File: config.mk
export PLATFORM = sky130hd
export DESIGN_NAME = cpr_ctrl
export DESIGN_NICKNAME = d
export VERILOG_FILES = /design/src/cpr_pkg.sv /design/src/cpr_ctrl.sv
export SDC_FILE = /design/constraint.sdc
export NUM_CORES = 1
export LEC_CHECK = 0
export BUFFER_PORTS_ARGS = -buffer_cell sky130_fd_sc_hd__buf_4
export CORE_AREA = 2 2 41 43
export DETAILED_ROUTE_END_ITERATION = 12
export DIE_AREA = 0 0 43 45
export GPL_TIMING_DRIVEN = 0
export PLACE_DENSITY_LB_ADDON = 0.15
export SETUP_SLACK_MARGIN = 0.2
export SLEW_MARGIN = 20
export SYNTH_ARGS = -nofsm -noshare
export SYNTH_HDL_FRONTEND = slang
export SYNTH_SLANG_ARGS = --single-unit
File: constraint.sdc
create_clock -name i_clk -period 1.3 [get_ports i_clk]
set_input_delay 0.26 -clock i_clk [delete_from_list [all_inputs] [get_ports i_clk]]
set_output_delay 0.26 -clock i_clk [all_outputs]
set_load 0.02 [all_outputs]
File: src/cpr_pkg.sv
package cpr_pkg;

    localparam int TableEntries = 256;
    localparam int IdxW = $clog2(TableEntries);
    localparam int CntW = IdxW + 1;

    localparam logic [1:0] ACT_INSERT = 2'd0;
    localparam logic [1:0] ACT_ACCESS = 2'd1;
    localparam logic [1:0] ACT_DIRTY  = 2'd2;
    localparam logic [1:0] ACT_EVICT  = 2'd3;

    localparam logic [1:0] ST_DONE     = 2'd0;
    localparam logic [1:0] ST_NOTFOUND = 2'd1;
    localparam logic [1:0] ST_FULL     = 2'd2;
    localparam logic [1:0] ST_NOVICTIM = 2'd3;

    // controller to datapath
    typedef struct packed {
        logic       load;      // capture request fields
        logic       ins;       // write new entry at count
        logic       rd;        // read entry (addr chosen by rd_last and sel_hand)
        logic       sel_hand;  // read address is hand, else scan index
        logic       scan_clr;  // clear scan index and counter
        logic       scan_inc;  // advance lookup scan index
        logic       set_bit;   // set accessed or dirty at scan index
        logic       clr_acc;   // clear accessed bit at hand
        logic       hand_inc;  // advance hand with wrap
        logic       rd_last;   // read last entry
        logic       mv_last;   // write last entry into hand slot
        logic       take_vic;  // latch victim fields from read data
        logic       result;    // present result
        logic [1:0] status;
    } t_cmd;

    // datapath to controller
    typedef struct packed {
        logic [1:0] action;
        logic       full;
        logic       empty;
        logic       scan_end;  // lookup index is at the last entry
        logic       match;     // read entry matches request
        logic       user_page; // read entry below kernel base
        logic       acc;       // read entry accessed bit
        logic       limit;     // evict visited twice count
        logic       out_busy;  // result register still held
    } t_sts;

endpackage

File: src/cpr_ctrl.sv
module cpr_ctrl (
    input  logic          i_clk,
    input  logic          i_rst_n,
    input  logic          i_in_valid,
    output logic          o_in_ready,
    input  cpr_pkg::t_sts i_sts,
    output cpr_pkg::t_cmd o_cmd
);
    import cpr_pkg::*;

    localparam logic [2:0] S_IDLE  = 3'd0;
    localparam logic [2:0] S_DISP  = 3'd1;
    localparam logic [2:0] S_LREAD = 3'd2;
    localparam logic [2:0] S_LCHK  = 3'd3;
    localparam logic [2:0] S_EREAD = 3'd4;
    localparam logic [2:0] S_ECHK  = 3'd5;
    localparam logic [2:0] S_MOVE  = 3'd6;
    localparam logic [2:0] S_RES   = 3'd7;

    logic [2:0] r_state, n_state;
    logic [1:0] r_status, n_status;

    always_ff @(posedge i_clk) begin
        if (!i_rst_n) begin
            r_state  <= S_IDLE;
            r_status <= ST_DONE;
        end else begin
            r_state  <= n_state;
            r_status <= n_status;
        end
    end

    // sequencing of one request
    always_comb begin
        n_state    = r_state;
        n_status   = r_status;
        o_cmd      = '0;
        o_in_ready = 1'b0;
        case (r_state)
            S_IDLE: begin
                o_in_ready = 1'b1;
                if (i_in_valid) begin
                    o_cmd.load = 1'b1;
                    n_state = S_DISP;
                end
            end
            S_DISP: begin
                o_cmd.scan_clr = 1'b1;
                n_status = ST_DONE;
                case (i_sts.action)
                    ACT_INSERT: begin
                        if (i_sts.full) n_status = ST_FULL;
                        else o_cmd.ins = 1'b1;
                        n_state = S_RES;
                    end
                    ACT_ACCESS, ACT_DIRTY: begin
                        if (i_sts.empty) begin
                            n_status = ST_NOTFOUND;
                            n_state = S_RES;
                        end else n_state = S_LREAD;
                    end
                    default: begin
                        if (i_sts.empty) begin
                            n_status = ST_NOVICTIM;
                            n_state = S_RES;
                        end else n_state = S_EREAD;
                    end
                endcase
            end
            S_LREAD: begin
                o_cmd.rd = 1'b1;
                n_state = S_LCHK;
            end
            S_LCHK: begin
                if (i_sts.match) begin
                    o_cmd.set_bit = 1'b1;
                    n_state = S_RES;
                end else if (i_sts.scan_end) begin
                    n_status = ST_NOTFOUND;
                    n_state = S_RES;
                end else begin
                    o_cmd.scan_inc = 1'b1;
                    n_state = S_LREAD;
                end
            end
            S_EREAD: begin
                if (i_sts.limit) begin
                    n_status = ST_NOVICTIM;
                    n_state = S_RES;
                end else begin
                    o_cmd.rd = 1'b1;
                    o_cmd.sel_hand = 1'b1;
                    n_state = S_ECHK;
                end
            end
            S_ECHK: begin
                if (i_sts.user_page && !i_sts.acc) begin
                    o_cmd.take_vic = 1'b1;
                    o_cmd.rd = 1'b1;
                    o_cmd.rd_last = 1'b1;
                    n_state = S_MOVE;
                end else begin
                    if (i_sts.user_page) o_cmd.clr_acc = 1'b1;
                    o_cmd.hand_inc = 1'b1;
                    n_state = S_EREAD;
                end
            end
            S_MOVE: begin
                o_cmd.mv_last = 1'b1;
                n_state = S_RES;
            end
            S_RES: begin
                if (!i_sts.out_busy) begin
                    o_cmd.result = 1'b1;
                    o_cmd.status = r_status;
                    n_state = S_IDLE;
                end
            end
            default: n_state = S_IDLE;
        endcase
    end

    // a result is issued only from the result state
    a_res_state: assert property (@(posedge i_clk) disable iff (!i_rst_n)
        o_cmd.result |-> r_state == S_RES) else $error("result outside result state");
    // victim move always follows a victim read
    a_move_seq: assert property (@(posedge i_clk) disable iff (!i_rst_n)
        o_cmd.mv_last |-> $past(o_cmd.take_vic)) else $error("move without victim");
    // input taken only when idle
    a_ready_idle: assert property (@(posedge i_clk) disable iff (!i_rst_n)
        o_in_ready |-> r_state == S_IDLE) else $error("ready while busy");

endmodule
-- Word-level counts from Yosys, hierarchy flattened
Cells that the tools add are included.
- bits of input ports: 13
- logic and storage cells: 64
- flip-flop bits (word level): 5
- output and inout port bits: 16
- equality and inequality tests: 14
- multiplexer cells: 40
- reductions and logical operators: 8
- operator list (operator ; count):
    $mux 3 ; 8
    $pmux 3 s8 ; 1
    $mux 2 ; 11
    $mux 1 ; 16
    $eq 3x3->1 const B ; 4
    $ne 2x2->1 const B ; 5
    $eq 3x2->1 const B ; 2
    $pmux 2 s3 ; 1
    $pmux 3 s2 ; 1
    $pmux 2 s2 ; 1
    $reduce_and 4->1 ; 1
    $eq 3x1->1 const B ; 1
    $logic_not 3->1 ; 1
    $pmux 1 s3 ; 1
    $reduce_bool 3->1 ; 1
    $eq 2x1->1 const B ; 1
    $eq 2x2->1 const B ; 1
    $logic_not 2->1 ; 1
    $reduce_and 2->1 ; 1
    $reduce_or 2->1 ; 1
    $logic_and 1x1->1 ; 1
    $logic_not 1->1 ; 1

-- Depth between registers and ports, before layout
Gate-level depths: netlist of the first run.
- depth in word-level cells: 4
- mapped depth: 6
- gate-level depth less buffers: 6

-- Worst setup path before layout of the first run
No wires, ideal clock.
- kind: flip-flop to output port
- start: reg r_state[2]
- end: out o_cmd[13] (netlist bit)
- required time: 1040 ps
- buffers on the path: 1
- path slack: -376 ps
- arrival: 1416 ps
- stages on the path, launching flop included: 4
- path through: dfxtp_1 > buf_6 > nor3_2 > nor3b_1
- RTL lines (what ; line ; RTL):
    start, declared ; cpr_ctrl.sv:20 ; logic [2:0] r_state, n_state;
    start signal, assigned ; cpr_ctrl.sv:28 ; r_state <= n_state;
    end, declared ; cpr_ctrl.sv:7 ; output cpr_pkg::t_cmd o_cmd

==> impl_metrics.tcl, run 1 <==
set metrics [dict create \
    period_share 1.19 \
    synth_area_leaders "dfxtp_1 (19%), nor2_1 (6.4%), o21ai_0 (5.7%)" \
    dpl_cell_area_um2 870 \
    hold_class "input pin to flip-flop" \
    dp_cells 117 \
    netlist-cell-type-count 33 \
    p_leak_nw 0.528 \
    synthesis.nets 88 \
    netlist_area_um2 529 \
    synthXorXnorAreaFrac 0 \
    fin_ws_ns -0.247 \
    synthAdderAreaFrac 0.0473 \
    async_reset_ff_frac 0 \
    failed_checks "negative setup slack" \
    final_util 0.782 \
    grt_use_total 0.198 \
    num_io_pins 29 \
    dieArea_mm2 0.00194 \
    p_per_area_mw_per_mm2 1010 \
    status "complete, but fails checks" \
    cap_violations 0 \
    postRouteWirelength_um 1810 \
    wire_per_inst_um 13.4 \
    overflow 0 \
    synth_flop_cell "dfxtp_1" \
    fin_skew_ns 0.00320 \
    holdBufCountCts 0 \
    multi_input_area_um2 532 \
    max-slew-margin-rel 0.766 \
    synth_seq_area_share 0.189 \
    synth_edf_count 0 \
    yosysWarnings 0 \
    period_minus_slack_ns 1.55 \
    vias 720 \
    antenna-diode-count 0 \
    dpl.hpwl_um 1090 \
    cts_tree "yes" \
    setup_viol 18 \
    rows 14 \
    drc 0 \
    rsz0062_at_grt "yes" \
    finalHoldViolations 0 \
    grt_pass1_vias 651 \
    yosysTopAreaCell "dfxtp_1" \
    critPathRequiredTime_ns 1.04 \
    worst_pin_slew_ns 0.350 \
    nets 135 \
    yosys.area.top_type_share 0.189 \
    viasPerCell 5.33 \
    syn_area_per_cell_um2 7.25 \
    cts-root-buf "clkbuf_4" \
    synthCells 73 \
    io_buffers 28 \
    synth_compound_area_frac 0.288 \
    grt_max_degree 11 \
    arrival_ns 1.29 \
    seqCellArea_um2 106 \
    synth_seq_cells 5 \
    grt_antenna_before_repair 0 \
    pre_cts_ws_ns -0.116 \
    cts.clk_slew.worst_paths_ns 0.04 \
    crit_type "flip-flop to output port" \
    cts_buffer_depth 2 \
    final_max_slew_viol_count 0 \
    die-height_um 45 \
    clock_latency_ns 0.24 \
    max_clock_freq_ghz 0.647 \
    grt_pass1_wl_um 2850 \
    endpoint_kind "output port" \
    dieWidth_um 43 \
    synth_mux_area_frac 0 \
    final_area_mm2 0.00115 \
    crit_fanout 3 \
    route.antenna.remaining_nets 0 \
    dr.pass1.iters 4 \
    fillers 106 \
    clock-sinks 5 \
    post_route_cells_drive_above_1_share 0.681 \
    cp-start-kind "flip-flop" \
    place.gp.congestion 0.893 \
    cts_buffers 3 \
    layout.cells.non_filler 135 \
    htreeDepth 1 \
    synth_top_family_by_area "simple AND/OR/NAND/NOR gates" \
    synth_simple_gate_area_frac 0.369 \
    design.core.area_mm2 0.00147 \
    first_iter_violations 8 \
    irDropWorstVdd_uv 845 \
    area_delta_synth_final_pct 117 \
    initial_utilization 0.360 \
]
[cell usage after synthesis, types with 2 or more instances]
| library cell | instances |
|---|---|
| nor2_1 | 9 |
| nor2b_1 | 2 |
| o21ai_0 | 6 |
| nand2_1 | 6 |
| buf_4 | 3 |
| dfxtp_1 | 5 |
| nand2b_1 | 4 |
| a21oi_1 | 3 |
| o22ai_1 | 2 |
| inv_1 | 6 |
| nor3_1 | 2 |
| ha_1 | 2 |
| and2_1 | 3 |
[placed cells by master, fill, tap and decap left out, types with 2 or more instances in the layout]
cell type | synthesis | routed
nor2_1 | 9 | 5
o21ai_1 | 0 | 2
nor3_4 | 0 | 3
buf_4 | 3 | 24
nand2_1 | 6 | 6
o21ai_0 | 6 | 3
dfxtp_1 | 5 | 2
or2_4 | 1 | 2
nand2b_4 | 1 | 5
inv_2 | 0 | 2
dfxtp_2 | 0 | 2
clkbuf_4 | 0 | 3
inv_1 | 6 | 3
buf_6 | 1 | 21
a21oi_1 | 3 | 3
nor2_4 | 0 | 4
and2_4 | 0 | 3
[worst max-delay path, cell delays in order, from the launching register on]
cell	delay, ns
dfxtp_2	0.34
nand2b_4	0.15
or2_4	0.25
nor2b_4	0.12
buf_6	0.10
buf_6	0.10
[per-layer routing]
metal  vias to the layer above  global-route usage  routed length, um  share of wire
met5                         -                   0                  0              0
met4                         0              0.0909                  0              0
met3                         0              0.0360                118          0.065
met2                        27               0.324                974           0.54
met1                       344               0.257                711           0.39
li1                        349                   -                  -              -
[registers in the layout, summed over array words and instances, names as in the netlist]
signal	count
r_state	3
r_status	2
[path summary, 6_finish.rpt]
path,end,slack [ns],start,cells after the start
setup / recovery,o_cmd[5],-0.25,r_state[1]$_SDFFE_PN0P_,5
hold / removal,r_state[2]$_SDFFE_PN0P_,0.30,i_rst_n,2
setup reg to reg,r_state[0]$_SDFFE_PN0P_,-0.10,r_state[2]$_SDFFE_PN0P_,6
hold reg to reg,r_status[1]$_SDFFE_PN0P_,0.47,r_status[1]$_SDFFE_PN0P_,2
[area by class of cell]
class                           instances  share of cell area
Sequential cell                         5              0.0924
Tap cell                               16              0.0174
Inverter                                6              0.0304
Clock buffer                            4              0.0228
Timing Repair Buffer                   42               0.333
Buffer                                  4              0.0424
Multi-Input combinational cell         58               0.462
[per-stage QoR]
| stage | hold WS [ns] | total power, mW | TNS [ns] |
|---|---|---|---|
| after floorplan | 0.378 | 0.578 | -0.118 |
| after global placement | 0.462 | 0.732 | -0.347 |
| after detailed placement | 0.467 | 0.733 | -0.397 |
| after CTS | 0.273 | 1.09 | -2.51 |
| after global routing | 0.298 | 1.24 | -3.59 |
| final | 0.302 | 1.16 | -2.45 |
[logic make-up after synthesis]
| group | count (synthesis) |
|---|---|
| buffers and inverters | 10 |
| AOI/OAI and AO/OA | 21 |
| DFF | 5 |
| adders and majority gates | 2 |
| and+or+nand+nor | 35 |
[where the power goes]
| group | total [mW] | switching (mW) | internal, mW |
|---|---|---|---|
| Combinational | 0.770 | 0.365 | 0.404 |
| Clock | 0.173 | 0.0574 | 0.116 |
| Sequential | 0.219 | 0.0303 | 0.188 |
| Total | 1.16 | 0.453 | 0.708 |
[timing repair]
action | 4_1_cts | 5_1_grt
gates resized for setup | 29 | 10
buffers inserted | 9 | 5
pin swaps | 9 | 6
endpoints found under the setup margin | 20 | 21
hold endpoints to repair | 0 | 0
Power figures use the tool's default switching activity.
==> run 2: changes to the inputs <==
--- a/config.mk
+++ b/config.mk
@@ -11,7 +11,8 @@
 export DIE_AREA = 0 0 43 45
 export GPL_TIMING_DRIVEN = 0
 export PLACE_DENSITY_LB_ADDON = 0.15
-export SETUP_SLACK_MARGIN = 0.2
+export REMOVE_ABC_BUFFERS = 1
+export SETUP_SLACK_MARGIN = 0.05
 export SLEW_MARGIN = 20
 export SYNTH_ARGS = -nofsm -noshare
 export SYNTH_HDL_FRONTEND = slang
==> impl_metrics.tcl, run 2 (same netlist as run 1, synthesis figures left out) <==
set metrics [dict create \
    status "complete, but fails checks" \
    failed_checks "negative setup slack" \
    max_clock_freq_ghz 0.661 \
    fin_ws_ns -0.212 \
    holdBufCountCts 0 \
    grt_max_degree 11 \
    cap_violations 0 \
    drc 0 \
    mostFrequentLayoutCells "buf_4 (30), buf_6 (11), nor2_1 (6), nand2_1 (6), inv_1 (5)" \
    largest_reg_flops 3 \
    hold_class "input pin to flip-flop" \
    regToRegSetupSlack_ns 0.09 \
    dpl.hpwl_um 1030 \
    rows 14 \
    swShare 0.382 \
    arrival_ns 1.25 \
    postRouteWirelength_um 1600 \
    fin_hold_ws_ns 0.269 \
    period_share 1.16 \
    endpoint_kind "output port" \
    nets 130 \
    final_common_cell "buf_4" \
    area_delta_synth_final_pct 85.1 \
    finalHoldViolations 0 \
    grt_pass1_wl_um 2700 \
    die-height_um 45 \
    dieArea_mm2 0.00194 \
    power.switching_mw 0.402 \
    num_io_pins 29 \
    p_leak_nw 0.460 \
    grt_use_total 0.187 \
    setup_viol 15 \
    cts_buffer_depth 2 \
    period_minus_slack_ns 1.51 \
    cts_tree "yes" \
    top_register "r_state" \
    cts.clk_slew.worst_paths_ns 0.04 \
    clock_latency_ns 0.24 \
    clock-sinks 5 \
    first_iter_violations 11 \
    pre_cts_ws_ns -0.364 \
    design.core.area_mm2 0.00147 \
    p_per_area_mw_per_mm2 1070 \
    clkPwrFrac 0.169 \
    final_max_slew_viol_count 0 \
    critPathRequiredTime_ns 1.04 \
    pwr-share-seq 0.229 \
    route.antenna.remaining_nets 0 \
    wire_per_inst_um 12.3 \
    combPwrFrac 0.602 \
    antenna-diode-count 0 \
    max_stage_delay_ns 0.36 \
    irDropWorstVdd_uv 715 \
    dieWidth_um 43 \
    io_buffers 28 \
    grt_antenna_before_repair 0 \
    power.internal_mw 0.650 \
    cp_cell_sequence "nand2b_4 > or2_4 > nor2b_4 > buf_6" \
    slowest_stage "dfxtp_4" \
    vias 656 \
    total_power_mw 1.05 \
    worst_pin_slew_ns 0.268 \
    post_route_cells_drive_above_1_share 0.579 \
    dr.pass1.iters 3 \
    overflow 0 \
    cts-root-buf "clkbuf_4" \
    crit_fanout 5 \
    cp-start-kind "flip-flop" \
    crit_type "flip-flop to output port" \
    initial_utilization 0.360 \
    htreeDepth 1 \
    place.gp.congestion 0.783 \
    grt_pass1_vias 650 \
    rsz0062_at_grt "yes" \
    fillers 142 \
    fin_skew_ns 0.00463 \
    max-slew-margin-rel 0.821 \
    viasPerCell 5.05 \
    reg_top3 "r_state: 3 flops, r_status: 2 flops" \
    cts_buffers 3 \
]
-- run 2: cell type report --
cell class / count / area, um^2 / share of cell area
Tap cell: 16 / 20.0 / 0.0204
Sequential cell: 5 / 111 / 0.114
Inverter: 6 / 25.0 / 0.0255
Clock buffer: 4 / 26.3 / 0.0268
Multi-Input combinational cell: 58 / 448 / 0.457
Timing Repair Buffer: 41 / 349 / 0.356
-- run 2: timing repair --
action                                  CTS  global route
pin swaps                                 3             3
setup buffers                            13             0
resized for setup                        27             9
endpoints found under the setup margin   19            21
-- run 2: power groups by stage --
| stage | Sequential [mW] | Combinational, mW | Clock, mW |
|---|---|---|---|
| 6_report | 0.241 | 0.634 | 0.177 |
| 5_1_grt | 0.243 | 0.687 | 0.195 |
| 4_1_cts | 0.236 | 0.586 | 0.188 |
| 3_5_place_dp | 0.250 | 0.370 | 0 |
| 3_3_place_gp | 0.250 | 0.369 | 0 |
| 2_1_floorplan | 0.234 | 0.241 | 0 |
-- run 2: metrics by stage --
step	TNS (ns)	cell area (um^2)	util	instances
detailed placement	-3.26	726	0.493	113
floorplan	-3.07	495	-	69
global route	-3.07	980	0.666	130
global placement	-2.99	726	0.493	113
CTS	-2.15	945	0.642	130
finish	-2.15	980	0.666	130
-- run 2: critical path: cells and delay by family, from the launching register on --
kind	cells	cell delay [ns]
buf+inv	1	0.13
simple gates	3	0.53
flops	1	0.36
-- run 2: final timing paths --
| check | cells past startpoint | end | start |
|---|---|---|---|
| worst max-delay path | 4 | o_cmd[3] | r_state[1]$_SDFFE_PN0P_ |
| worst min-delay path | 3 | r_state[0]$_SDFFE_PN0P_ | i_rst_n |
| worst max register to register | 6 | r_state[1]$_SDFFE_PN0P_ | r_state[0]$_SDFFE_PN0P_ |
| worst min register to register | 2 | r_status[1]$_SDFFE_PN0P_ | r_status[1]$_SDFFE_PN0P_ |
-- run 2: routing by layer --
metal,global-route usage,vias to the layer above,share of wire
met5,0,-,0
met2,0.355,17,0.55
met3,0.0240,2,0.043
li1,-,337,-
met4,0.0909,0,0.0087
met1,0.205,300,0.39
